===== config.mk =====
export PLATFORM = sky130hd
export DESIGN_NAME = cursor_array_list_engine_unit
export DESIGN_NICKNAME = d
export VERILOG_FILES = /design/src/rtl/cale_pkg.sv /design/src/rtl/cale_dpath.sv /design/src/rtl/cale_ctrl.sv /design/src/rtl/cursor_array_list_engine_unit.sv
export VERILOG_INCLUDE_DIRS = /design/src /design/src/rtl
export SDC_FILE = /design/constraint.sdc
export NUM_CORES = 1
export LEC_CHECK = 0
export ABC_AREA = 1
export BUFFER_PORTS_ARGS = -buffer_cell sky130_fd_sc_hd__buf_2
export CORE_AREA = 2 2 301 154
export DETAILED_ROUTE_END_ITERATION = 7
export DIE_AREA = 0 0 303 156
export PLACE_DENSITY = 0.79
export SETUP_SLACK_MARGIN = 0.15
export SLEW_MARGIN = 5
export SYNTH_ARGS = -nofsm -noshare
export SYNTH_HDL_FRONTEND = slang
export SYNTH_SLANG_ARGS = --single-unit

===== constraint.sdc =====
create_clock -name clk -period 4.05 [get_ports clk]
set_input_delay 0.405 -clock clk [delete_from_list [all_inputs] [get_ports clk]]
set_output_delay 0.405 -clock clk [all_outputs]
set_load 0.02 [all_outputs]

===== src/rtl/cursor_array_list_engine_unit_macros.svh =====
// Assertion macros for the cursor list engine.
`ifndef CURSOR_ARRAY_LIST_ENGINE_UNIT_MACROS_SVH
`define CURSOR_ARRAY_LIST_ENGINE_UNIT_MACROS_SVH

// same-cycle implication, disabled while reset is asserted
`define CALE_ASSERT_NOW(lbl, ante, cons, msg) \
  lbl: assert property (@(posedge clk) disable iff (!rst_n) (ante) |-> (cons)) \
    else $error(msg);

// next-cycle implication, disabled while reset is asserted
`define CALE_ASSERT_NEXT(lbl, ante, cons, msg) \
  lbl: assert property (@(posedge clk) disable iff (!rst_n) (ante) |=> (cons)) \
    else $error(msg);

`endif


===== src/rtl/cale_pkg.sv =====
// Shared codes, field widths and control structs for the cursor list engine.
`default_nettype none

package cale_pkg;

  localparam int MODE_W = 4;
  localparam int VAL_W  = 32;
  localparam int POS_W  = 5;
  localparam int STAT_W = 2;
  localparam int LEN_W  = 5;
  localparam int CPOS_W = 4;

  localparam logic [MODE_W-1:0] MODE_INSERT = 4'd0;
  localparam logic [MODE_W-1:0] MODE_APPEND = 4'd1;
  localparam logic [MODE_W-1:0] MODE_REMOVE = 4'd2;
  localparam logic [MODE_W-1:0] MODE_START  = 4'd3;
  localparam logic [MODE_W-1:0] MODE_END    = 4'd4;
  localparam logic [MODE_W-1:0] MODE_PREV   = 4'd5;
  localparam logic [MODE_W-1:0] MODE_NEXT   = 4'd6;
  localparam logic [MODE_W-1:0] MODE_GOTO   = 4'd7;
  localparam logic [MODE_W-1:0] MODE_CLEAR  = 4'd8;

  localparam logic [STAT_W-1:0] ST_OK    = 2'd0;
  localparam logic [STAT_W-1:0] ST_FULL  = 2'd1;
  localparam logic [STAT_W-1:0] ST_EMPTY = 2'd2;
  localparam logic [STAT_W-1:0] ST_RANGE = 2'd3;

  // controller -> datapath
  typedef struct packed {
    logic cap;     // latch request item
    logic init;    // load walk pointer
    logic shift;   // one step of the entry walk
    logic drain;   // last lagging write of the walk
    logic put;     // write new value
    logic commit;  // update length, cursor, status
    logic fetch;   // read entry under new cursor
    logic strobe;  // present result
  } cale_cmd_t;

  // datapath -> controller
  typedef struct packed {
    logic do_shift;
    logic do_put;
    logic ptr_end;
  } cale_stat_t;

endpackage

`default_nettype wire


===== src/rtl/cale_dpath.sv =====
// Datapath: entry memory, length and cursor registers, walk pointer, result fields.
`default_nettype none

module cale_dpath #(
  parameter int CAPACITY   = 16,
  parameter int DATA_WIDTH = 32
) (
  input  wire logic                       clk,
  input  wire logic                       rst_n,
  input  wire cale_pkg::cale_cmd_t        cmd,
  output cale_pkg::cale_stat_t            stat,
  input  wire logic [cale_pkg::MODE_W-1:0] in_mode,
  input  wire logic [cale_pkg::VAL_W-1:0]  in_item_value,
  input  wire logic [cale_pkg::POS_W-1:0]  in_target_position,
  output logic [cale_pkg::STAT_W-1:0]      out_status,
  output logic [cale_pkg::VAL_W-1:0]       out_removed_value,
  output logic [cale_pkg::VAL_W-1:0]       out_cursor_value,
  output logic [cale_pkg::LEN_W-1:0]       out_list_length,
  output logic [cale_pkg::CPOS_W-1:0]      out_cursor_position
);
  import cale_pkg::*;

  localparam int IW = $clog2(CAPACITY);
  localparam int CW = $clog2(CAPACITY + 1);
  localparam int PW = (CW > POS_W) ? CW : POS_W;

  logic [DATA_WIDTH-1:0] mem [CAPACITY];
  logic [DATA_WIDTH-1:0] rd_data_r;
  logic [IW-1:0]         rd_addr;
  logic                  we;
  logic [IW-1:0]         wa;
  logic [DATA_WIDTH-1:0] wd;

  logic [MODE_W-1:0]     mode_r;
  logic [DATA_WIDTH-1:0] val_r;
  logic [POS_W-1:0]      pos_r;
  logic [CW-1:0]         count_r, count_nxt;
  logic [IW-1:0]         cur_r, cur_nxt;
  logic [STAT_W-1:0]     status_r, status_nxt;
  logic [DATA_WIDTH-1:0] removed_r;
  logic [IW-1:0]         ptr_r;
  logic [IW-1:0]         prev_r;
  logic                  lag_r;
  logic                  first_r;

  logic          is_ins, is_app, is_rem, full, empty;
  logic [CW-1:0] last_cnt;
  logic [IW-1:0] last_idx;
  logic [PW-1:0] pos_w;

  assign is_ins   = (mode_r == MODE_INSERT);
  assign is_app   = (mode_r == MODE_APPEND);
  assign is_rem   = (mode_r == MODE_REMOVE);
  assign full     = (count_r == CW'(CAPACITY));
  assign empty    = (count_r == '0);
  assign last_cnt = count_r - CW'(1);
  assign last_idx = IW'(last_cnt);
  assign pos_w    = PW'(pos_r);

  assign stat.do_shift = (is_ins && !full && !empty) || (is_rem && !empty);
  assign stat.do_put   = (is_ins || is_app) && !full;
  assign stat.ptr_end  = is_rem ? (ptr_r == last_idx) : (ptr_r == cur_r);

  // the walk reads at the pointer; otherwise the cursor entry is read
  assign rd_addr = cmd.shift ? ptr_r : cur_r;

  // first read of a removal is the removed entry, not a move
  always_comb begin
    we = 1'b0;
    wa = is_rem ? (prev_r - IW'(1)) : (prev_r + IW'(1));
    wd = rd_data_r;
    if (cmd.put) begin
      we = 1'b1;
      wa = is_app ? IW'(count_r) : cur_r;
      wd = val_r;
    end else if ((cmd.shift || cmd.drain) && lag_r && !(is_rem && first_r)) begin
      we = 1'b1;
    end
  end

  always_ff @(posedge clk) begin
    if (we) begin
      mem[wa] <= wd;
    end
    rd_data_r <= mem[rd_addr];
  end

  always_comb begin
    count_nxt  = count_r;
    cur_nxt    = cur_r;
    status_nxt = ST_OK;
    case (mode_r)
      MODE_INSERT: begin
        if (full) status_nxt = ST_FULL;
        else count_nxt = count_r + CW'(1);
      end
      MODE_APPEND: begin
        if (full) begin
          status_nxt = ST_FULL;
        end else begin
          count_nxt = count_r + CW'(1);
          cur_nxt   = IW'(count_r);
        end
      end
      MODE_REMOVE: begin
        if (empty) begin
          status_nxt = ST_EMPTY;
        end else begin
          count_nxt = last_cnt;
          if ((cur_r == last_idx) && (cur_r != '0)) cur_nxt = cur_r - IW'(1);
        end
      end
      MODE_START: cur_nxt = '0;
      MODE_END:   cur_nxt = empty ? '0 : last_idx;
      MODE_PREV: begin
        if (cur_r != '0) cur_nxt = cur_r - IW'(1);
      end
      MODE_NEXT: begin
        if (!empty && (CW'(cur_r) < last_cnt)) cur_nxt = cur_r + IW'(1);
      end
      MODE_GOTO: begin
        if ((pos_w != '0) && (pos_w <= PW'(count_r))) cur_nxt = IW'(pos_w - PW'(1));
        else status_nxt = ST_RANGE;
      end
      MODE_CLEAR: begin
        count_nxt = '0;
        cur_nxt   = '0;
      end
      default: begin
        count_nxt = count_r;
      end
    endcase
  end

  // request payload and walk data
  always_ff @(posedge clk) begin
    if (cmd.cap) begin
      mode_r    <= in_mode;
      val_r     <= DATA_WIDTH'(in_item_value);
      pos_r     <= in_target_position;
      removed_r <= '0;
    end
    if (cmd.init) begin
      ptr_r <= is_rem ? cur_r : last_idx;
    end
    if (cmd.shift) begin
      prev_r <= ptr_r;
      ptr_r  <= is_rem ? (ptr_r + IW'(1)) : (ptr_r - IW'(1));
    end
    if ((cmd.shift || cmd.drain) && lag_r && first_r && is_rem) begin
      removed_r <= rd_data_r;
    end
    if (cmd.commit) begin
      status_r <= status_nxt;
    end
  end

  always_ff @(posedge clk) begin
    if (!rst_n) begin
      count_r <= '0;
      cur_r   <= '0;
      lag_r   <= 1'b0;
      first_r <= 1'b0;
    end else begin
      if (cmd.init) begin
        lag_r   <= 1'b0;
        first_r <= 1'b1;
      end else begin
        if (cmd.shift) lag_r <= 1'b1;
        if ((cmd.shift || cmd.drain) && lag_r) first_r <= 1'b0;
      end
      if (cmd.commit) begin
        count_r <= count_nxt;
        cur_r   <= cur_nxt;
      end
    end
  end

  assign out_status          = status_r;
  assign out_removed_value   = VAL_W'(removed_r);
  assign out_cursor_value    = empty ? '0 : VAL_W'(rd_data_r);
  assign out_list_length     = LEN_W'(count_r);
  assign out_cursor_position = CPOS_W'(cur_r);

endmodule

`default_nettype wire


===== src/rtl/cale_ctrl.sv =====
// Controller: sequences capture, entry walk, write, commit, cursor read and result strobe.
`default_nettype none

module cale_ctrl (
  input  wire logic                 clk,
  input  wire logic                 rst_n,
  input  wire logic                 start,
  output logic                      busy,
  input  wire cale_pkg::cale_stat_t stat,
  output cale_pkg::cale_cmd_t       cmd
);
  import cale_pkg::*;

  localparam logic [2:0] S_IDLE   = 3'd0;
  localparam logic [2:0] S_EXEC   = 3'd1;
  localparam logic [2:0] S_SHIFT  = 3'd2;
  localparam logic [2:0] S_DRAIN  = 3'd3;
  localparam logic [2:0] S_PUT    = 3'd4;
  localparam logic [2:0] S_COMMIT = 3'd5;
  localparam logic [2:0] S_FETCH  = 3'd6;
  localparam logic [2:0] S_OUT    = 3'd7;

  logic [2:0] state_r, state_nxt;

  always_comb begin
    state_nxt = state_r;
    cmd       = '0;
    case (state_r)
      S_IDLE: begin
        if (start) begin
          cmd.cap   = 1'b1;
          state_nxt = S_EXEC;
        end
      end
      S_EXEC: begin
        cmd.init = 1'b1;
        if (stat.do_shift)    state_nxt = S_SHIFT;
        else if (stat.do_put) state_nxt = S_PUT;
        else                  state_nxt = S_COMMIT;
      end
      S_SHIFT: begin
        cmd.shift = 1'b1;
        if (stat.ptr_end) state_nxt = S_DRAIN;
      end
      S_DRAIN: begin
        cmd.drain = 1'b1;
        state_nxt = stat.do_put ? S_PUT : S_COMMIT;
      end
      S_PUT: begin
        cmd.put   = 1'b1;
        state_nxt = S_COMMIT;
      end
      S_COMMIT: begin
        cmd.commit = 1'b1;
        state_nxt  = S_FETCH;
      end
      S_FETCH: begin
        cmd.fetch = 1'b1;
        state_nxt = S_OUT;
      end
      S_OUT: begin
        cmd.strobe = 1'b1;
        state_nxt  = S_IDLE;
      end
      default: begin
        state_nxt = S_IDLE;
      end
    endcase
  end

  always_ff @(posedge clk) begin
    if (!rst_n) begin
      state_r <= S_IDLE;
    end else begin
      state_r <= state_nxt;
    end
  end

  assign busy = (state_r != S_IDLE);

endmodule

`default_nettype wire


===== src/rtl/cursor_array_list_engine_unit.sv =====
// Cursor list engine: a bounded ordered list with a cursor, one operation per item.
//
// One item at a time: start is taken while busy is low, and the result shows on the out_
// ports for one cycle with out_valid high; it must be taken then, as nothing holds it.
// Cursor moves, goto, clear and refused requests pass through exec, commit, fetch and the
// result strobe; append, and insert into an empty list, also pass through put. Insert
// into a non-empty list first walks the entries from the tail down to the cursor, and
// remove walks them from the cursor up to the tail, moving one entry per cycle through the
// entry memory, which has one read and one write port; a drain step ends each walk. busy
// drops the cycle after the strobe. The worst cases are an insert at the head of a
// 15-entry list and a remove at the head of a full list, which take equally long.
`default_nettype none

module cursor_array_list_engine_unit #(
  parameter int CAPACITY   = 16,
  parameter int DATA_WIDTH = 32
) (
  input  wire logic                        clk,
  input  wire logic                        rst_n,
  input  wire logic                        start,
  output logic                             busy,
  input  wire logic [cale_pkg::MODE_W-1:0] in_mode,
  input  wire logic [cale_pkg::VAL_W-1:0]  in_item_value,
  input  wire logic [cale_pkg::POS_W-1:0]  in_target_position,
  output logic                             out_valid,
  output logic [cale_pkg::STAT_W-1:0]      out_status,
  output logic [cale_pkg::VAL_W-1:0]       out_removed_value,
  output logic [cale_pkg::VAL_W-1:0]       out_cursor_value,
  output logic [cale_pkg::LEN_W-1:0]       out_list_length,
  output logic [cale_pkg::CPOS_W-1:0]      out_cursor_position
);
  import cale_pkg::*;

  // bound checks only hold while the list fits the reported field widths
  localparam bit FITS = (CAPACITY <= 16);

  cale_cmd_t  cmd;
  cale_stat_t stat;
  logic       res_chk;
  logic       res_some;
  logic       res_none;

  cale_ctrl u_ctrl (
    .clk   (clk),
    .rst_n (rst_n),
    .start (start),
    .busy  (busy),
    .stat  (stat),
    .cmd   (cmd)
  );

  cale_dpath #(
    .CAPACITY   (CAPACITY),
    .DATA_WIDTH (DATA_WIDTH)
  ) u_dpath (
    .clk                 (clk),
    .rst_n               (rst_n),
    .cmd                 (cmd),
    .stat                (stat),
    .in_mode             (in_mode),
    .in_item_value       (in_item_value),
    .in_target_position  (in_target_position),
    .out_status          (out_status),
    .out_removed_value   (out_removed_value),
    .out_cursor_value    (out_cursor_value),
    .out_list_length     (out_list_length),
    .out_cursor_position (out_cursor_position)
  );

  assign out_valid = cmd.strobe;

  assign res_chk  = out_valid && FITS;
  assign res_some = res_chk && (out_list_length != '0);
  assign res_none = res_chk && (out_list_length == '0);

`include "cursor_array_list_engine_unit_macros.svh"

  `CALE_ASSERT_NEXT(a_accept_busy, start && !busy, busy, "accepted item did not raise busy")
  `CALE_ASSERT_NEXT(a_one_strobe, out_valid, !out_valid && !busy, "result strobe not single")
  `CALE_ASSERT_NOW(a_len_bound, res_chk, out_list_length <= CAPACITY, "length too big")
  `CALE_ASSERT_NOW(a_cur_bound, res_some, out_cursor_position < out_list_length, "cursor off list")
  `CALE_ASSERT_NOW(a_empty_val, res_none, ~|{out_cursor_value, out_cursor_position}, "entry on empty")

endmodule

`default_nettype wire

# After elaboration in Yosys (flattened, before gate mapping)
# Memories as Yosys holds them, arrays and structs flattened. A register that Yosys moved wholly into a read port is not among the register bits.
# Cells that the tools add are included.
op_classes:
  n_eq_ne: 28
  n_mux: 47
  n_reduce_logical: 35
  n_lt_le_gt_ge: 2
  n_addsub: 9
  bitwise: 1
op_table:
  columns: ["op", "count"]
  rows:
  - ["two-way mux 32 bit", 4]
  - ["two-way mux 4 bit", 15]
  - ["one-hot mux 4 bit (7 select lines)", 1]
  - ["one-hot mux 3 bit (8 select lines)", 1]
  - ["two-way mux 1 bit", 17]
  - ["== test 4 x 3 -> 1 bit, second input constant", 4]
  - ["subtractor 4 x 1 -> 4 bit, second input constant", 4]
  - ["one-hot mux 5 bit (3 select lines)", 1]
  - ["adder 4 x 1 -> 4 bit, second input constant", 3]
  - ["== test 3 bit, second input constant", 4]
  - ["== test 4 bit", 3]
  - ["logical AND 1 bit", 12]
  - ["inequality test 2 bit, second input constant", 6]
  - ["two-way mux 5 bit", 2]
  - ["two-way mux 3 bit", 3]
  - ["== test 4 x 2 -> 1 bit, second input constant", 2]
  - ["AND reduction 8 bit", 1]
  - ["nonzero test 7 bit", 1]
  - ["== test 3 x 2 -> 1 bit, second input constant", 2]
  - ["inequality test 2 x 1 -> 1 bit, second input constant", 3]
  - ["one-hot mux 2 bit (3 select lines)", 1]
  - ["nonzero test 2 bit", 3]
  - ["nonzero test 3 bit", 2]
  - ["OR reduction 2 bit", 3]
  - ["other kinds (19)", 24]
totals:
  inputBits: 44
  ramBits: 512
  n_memories: 1
  out_inout_bits: 77
  register_bits: 97
  elab_cells: 135
mem_list:
  columns: ["name", "words", "width", "rd", "rd_clocked_by_memory_dff", "write_ports", "line_no", "text"]
  rows:
  - ["u_dpath.mem", 16, 32, 1, 1, 1, "cale_dpath.sv:27", "logic [DATA_WIDTH-1:0] mem [CAPACITY];"]

# Depth between registers and ports, before layout
depth:
  depth_word: 9
  mapped_depth: 14
  ltp_nobuf: 14

# Cells and area by module
# A second synthesis with hierarchy kept.
unflattened:
  cells_unflattened: 2319
  area_unflattened_um2: 26834.5
modules_own_cells:
  columns: ["mod", "seq_area_each_um2", "n_inst", "area_per_inst_um2", "cells_per_inst"]
  rows:
  - ["cale_dpath", 18728.0, 1, 26629.3, 2282]
  - ["cale_ctrl", 60.1, 1, 205.2, 37]

# Worst setup path before layout
# Ideal clock, no wire load.
synth_timing:
  kind: "register -> register"
  from: "reg u_dpath.mode_r[3]"
  to: "mem u_dpath.mem[0][0] (enable)"
  n_path_buf: 0
  synth_period_minus_slack_ns: 3.597
  stages_incl_launch_ff: 13
  t_required_ns: 3.629
  setup_slack_ns: 0.453
  arrival_ns: 3.176
  setup_time_ns: 0.421
  cell_sequence: "edfxtp_1 nor2_1 nand2_1 inv_2 ha_1 nand2_1 nor2_1 a211oi_1 xnor2_1 nand2_1 nand2_1 nand2_1 nor2_1"
synth_via:
  elab_chain_len: 8
  elab_cells_between_ends: 12
  cone_classes: "eq/ne (2); mux (7); reduce/logical (3)"
synth_rtl:
  columns: ["item", "line_no", "text"]
  rows:
  - ["start: declaration", "cale_dpath.sv:34", "logic [MODE_W-1:0] mode_r;"]
  - ["start signal: assignment", "cale_dpath.sv:138", "mode_r <= in_mode;"]
  - ["== test 4 x 2 -> 1 bit", "cale_dpath.sv:53", "assign is_rem = (mode_r == MODE_REMOVE);"]
  - ["logical AND 1 bit", "cale_dpath.sv:76", "end else if ((cmd.shift || cmd.drain) && lag_r && !(is_rem && first_r)) begin"]
  - ["zero test 1 bit", "cale_dpath.sv:76", null]
  - ["logical AND 1 bit", "cale_dpath.sv:76", null]
  - ["two-way mux 1 bit", "cale_dpath.sv:76", null]
  - ["two-way mux 1 bit", "cale_dpath.sv:72", "if (cmd.put) begin"]
  - ["two-way mux 1 bit", "cale_dpath.sv:82", "if (we) begin"]
  - ["two-way mux 1 bit (implied by the code)", "cale_dpath.sv:83", "mem[wa] <= wd;"]
  - ["end: declaration", "cale_dpath.sv:27", null]
# Several ways; a longest one is shown, not always the timed one.

# Worst setup path in the final report
layout_timing:
  from: "reg u_dpath.count_r[1], in the netlist u_dpath.out_list_length[1]"
  to: "out out_cursor_value[6] in the netlist's numbering"
layout_via:
  elab_chain_len: 2
layout_rtl:
  columns: ["item", "line_no", "text"]
  rows:
  - ["start: declaration", "cale_dpath.sv:37", "logic [CW-1:0] count_r, count_nxt;"]
  - ["start signal: assignment", "cale_dpath.sv:173", "count_r <= count_nxt;"]
  - ["zero test 5 bit", "cale_dpath.sv:55", "assign empty = (count_r == '0);"]
  - ["two-way mux 32 bit", "cale_dpath.sv:181", "assign out_cursor_value = empty ? '0 : VAL_W'(rd_data_r);"]
  - ["end: declaration", "cursor_array_list_engine_unit.sv:28", "output logic [cale_pkg::VAL_W-1:0] out_cursor_value,"]
# Every way passes these cells.

==> flow_summary.json <==
{
  "cp_top_family": "buffers and inverters",
  "via_count": 18500,
  "ys_ff_latch": 641,
  "crit_type": "register to output port",
  "n_antenna_cell": 0,
  "yosysUniqueCellTypes": 35,
  "dp_hpwl_mm": 40.4,
  "status": "complete, but fails checks",
  "coreArea_sq_um": 44700,
  "setup-tns-final_ns": 0,
  "fin_crit_sh_pct": 91.9,
  "cp_cell_sequence": "inv_1 -> ha_1 -> nand2_1 -> nor2_1 -> clkinv_1 -> buf_12 -> nand2_1 -> inv_1 -> buf_2",
  "cts_tree": "built",
  "max_slew_margin_pct": 6.90,
  "p_leak_nw": 11.1,
  "start_kind": "register",
  "crit_required_ns": 3.64,
  "vias_per_cell": 6.15,
  "firstDrtPassIters": 8,
  "post_cts_buffers": 0,
  "end_kind": "output port",
  "async_flop_share_pct": 0,
  "grt_pass1_vias": 17700,
  "ios": 121,
  "clkTransAtPathRegs_ns": 0.07,
  "clock_skew_ns": 0.0218,
  "cts_max_level": 2,
  "p_per_area_nw_per_um2": 624,
  "start_util_pct": 59.4,
  "nNetsFinal": 2420,
  "synth_edf_count": 595,
  "portBuffers": 120,
  "overflow": 0,
  "syn_to_final_growth_pct": 13.7,
  "violations": "design-rule violations",
  "maxCapViolations": 0,
  "gp_congestion": 0.914,
  "ys_seq_area_share_pct": 70.9,
  "syn_avg_cell_area_sq_um": 12.0,
  "slowest_stage": "clkinv_1",
  "cts-root-buf": "clkbuf_16",
  "synth_area_sq_um": 26500,
  "tightest_slew_ns": 1.39,
  "wl_per_cell_um": 22.6,
  "finalCoreUtilization_pct": 67.5,
  "crit_buf_inv": 5,
  "final-setup-viol-count": 0,
  "die-area_sq_um": 47300,
  "cts.sinks": 641,
  "ant_nets": 0,
  "worst_hold_path_type": "primary input to register",
  "cts_buffers": 52,
  "final_max_slew_viol_count": 0,
  "grt_pass1_wl_mm": 103,
  "clock_path_buffers": 3,
  "antenna_found_initial": 1,
  "dieHeight_um": 156,
  "whs_ns": 0.0133,
  "yosys_most_used_dff": "edfxtp_1",
  "grt_start_max_net_pins": 129,
  "finalPower_mw": 18.8,
  "cpPeakStageDelay_ns": 0.74,
  "wirelength_mm": 67.8,
  "n_fill_cell": 3126,
  "cts_resized": 0,
  "ir_drop_uv": 517,
  "synth_warnings": 0,
  "register_area_sq_um": 18800,
  "grt_setup_unrepaired": "false",
  "worstPathMaxFanout": 20,
  "rows": 55,
  "multi_input_area_sq_um": 6290,
  "hold_violations": 0,
  "drtIter0Drc": 2677,
  "max_freq_mhz": 269,
  "synth.net_count": 2264,
  "period_minus_slack_ns": 3.72,
  "grt_usage_pct": 28.7,
  "die_w_um": 303,
  "layout-drive-gt1-share_pct": 13.0,
  "clkLatencyLatePin_ns": 0.59,
  "synthCells": 2200,
  "drt_drc_violations_left": 7,
  "cp_data_arrival_time_ns": 3.32
}
[path summary, 6_finish.rpt]
kind                            depth (start not counted)  slack, ns                        from               endpoint
worst max register to register                         11       0.69           u_ctrl.state_r[2]  u_dpath.rd_data_r[20]
worst min-delay path                                    1       0.01           in_item_value[23]      u_dpath.val_r[23]
worst min register to register                          0       0.46            u_dpath.ptr_r[3]      u_dpath.prev_r[3]
worst max-delay path                                    9       0.33  u_dpath.out_list_length[1]    out_cursor_value[6]
[worst register-to-register path, cell delays in order (launching register included)]
cell and delay, ns:
dfxtp_1 0.34, inv_2 0.16, nand2_2 0.12, nor2_4 0.31, nand2_4 0.42, nand2_8 0.53
buf_4 0.59, a21oi_1 0.13, o21ai_0 0.13, o211ai_1 0.14, nand3_1 0.27, nand2_1 0.12
[Yosys cell counts, types with 6 or more instances]
master	count	share of area, %
a21oi_1	272	5.1
buf_2	39	0.74
buf_4	29	0.82
clkbuf_1	60	0.85
dfxtp_1	46	3.5
edfxtp_1	595	67
ha_1	18	0.85
inv_1	240	3.4
inv_2	6	0.085
nand2_1	210	3.0
nand3_1	93	1.8
nor2_1	100	1.4
o211ai_1	130	3.7
o21ai_0	265	5.0
o21ai_1	55	1.0
xor2_1	8	0.26
[layout by cell type (no fill, tap or decap), drive strengths merged]
master / count
xnor2: 3
clkinv: 15
ha: 18
buf: 197
or2: 1
nand4: 1
bufinv: 3
nand3b: 1
edfxtp: 595
o2111ai: 2
a211oi: 3
dfxtp: 46
o21ai: 321
nand3: 94
nor2: 101
inv: 249
o211ai: 130
nor3: 1
nand2: 214
dlygate4sd3: 40
o21bai: 1
o22ai: 1
clkbuf: 75
fa: 2
o31ai: 1
clkinvlp: 3
a21oi: 272
xor2: 8
a31oi: 2
[layer usage]
metal / track usage [%] / wire length [um] / vias up
li1: - / - / 8216
met1: 43.0 / 28600 / 8925
met2: 43.0 / 30000 / 1182
met3: 6.49 / 7850 / 128
met4: 7.08 / 1420 / 0
met5: 0 / 0 / -
[sequential cells by signal, indices dropped and copies added (netlist names)]
signal and flops:
u_dpath.ptr_r 4, u_dpath.lag_r 1, u_dpath.out_cursor_position 4, u_ctrl.state_r 3, u_dpath.out_list_length 5, u_dpath.out_removed_value 32, u_dpath.val_r 32, u_dpath.rd_data_r 32
u_dpath.out_status 2, u_dpath.prev_r 4, u_dpath.pos_r 5, u_dpath.mem 512, u_dpath.mode_r 4, u_dpath.first_r 1
[report_power, final]
group | switching, mW | internal [mW]
combinational | 3.63 | 1.19
clock | 2.32 | 2.71
sequential | 0.242 | 8.72
[cell families after synthesis]
kind of cell / after synthesis / synth area share [%]
DFF: 641 / 70.9
AOI/OAI and AO/OA: 733 / 15.2
xor gates and xnor gates: 11 / 0.363
buffers and inverters: 382 / 6.15
adders and majority gates: 20 / 1.00
and+or+nand+nor: 413 / 6.41
[metrics by stage]
stage	area (sq um)	setup slack (ns)	instances
2_1_floorplan	26500	0.453	2200
3_3_place_gp	28100	0.908	2860
3_5_place_dp	28100	0.842	2860
4_1_cts	30100	0.483	2998
5_1_grt	30100	0.257	2998
6_report	30100	0.329	2998
[cell type report]
type | instances | share of cell area [%]
clock buffer | 75 | 4.84
clock inverter | 23 | 0.689
inverter | 247 | 3.08
multi-input combinational | 1177 | 20.9
sequential | 641 | 62.3
tap | 598 | 2.48
timing repair buffer | 237 | 5.70
[repair_timing]
| item | in CTS | in global routing |
|---|---|---|
| hold endpoints to repair | 40 | 0 |
| hold buffers | 40 | 0 |
| endpoints found under the setup margin | 0 | 0 |
No activity file was read; power rests on OpenSTA's default activity.
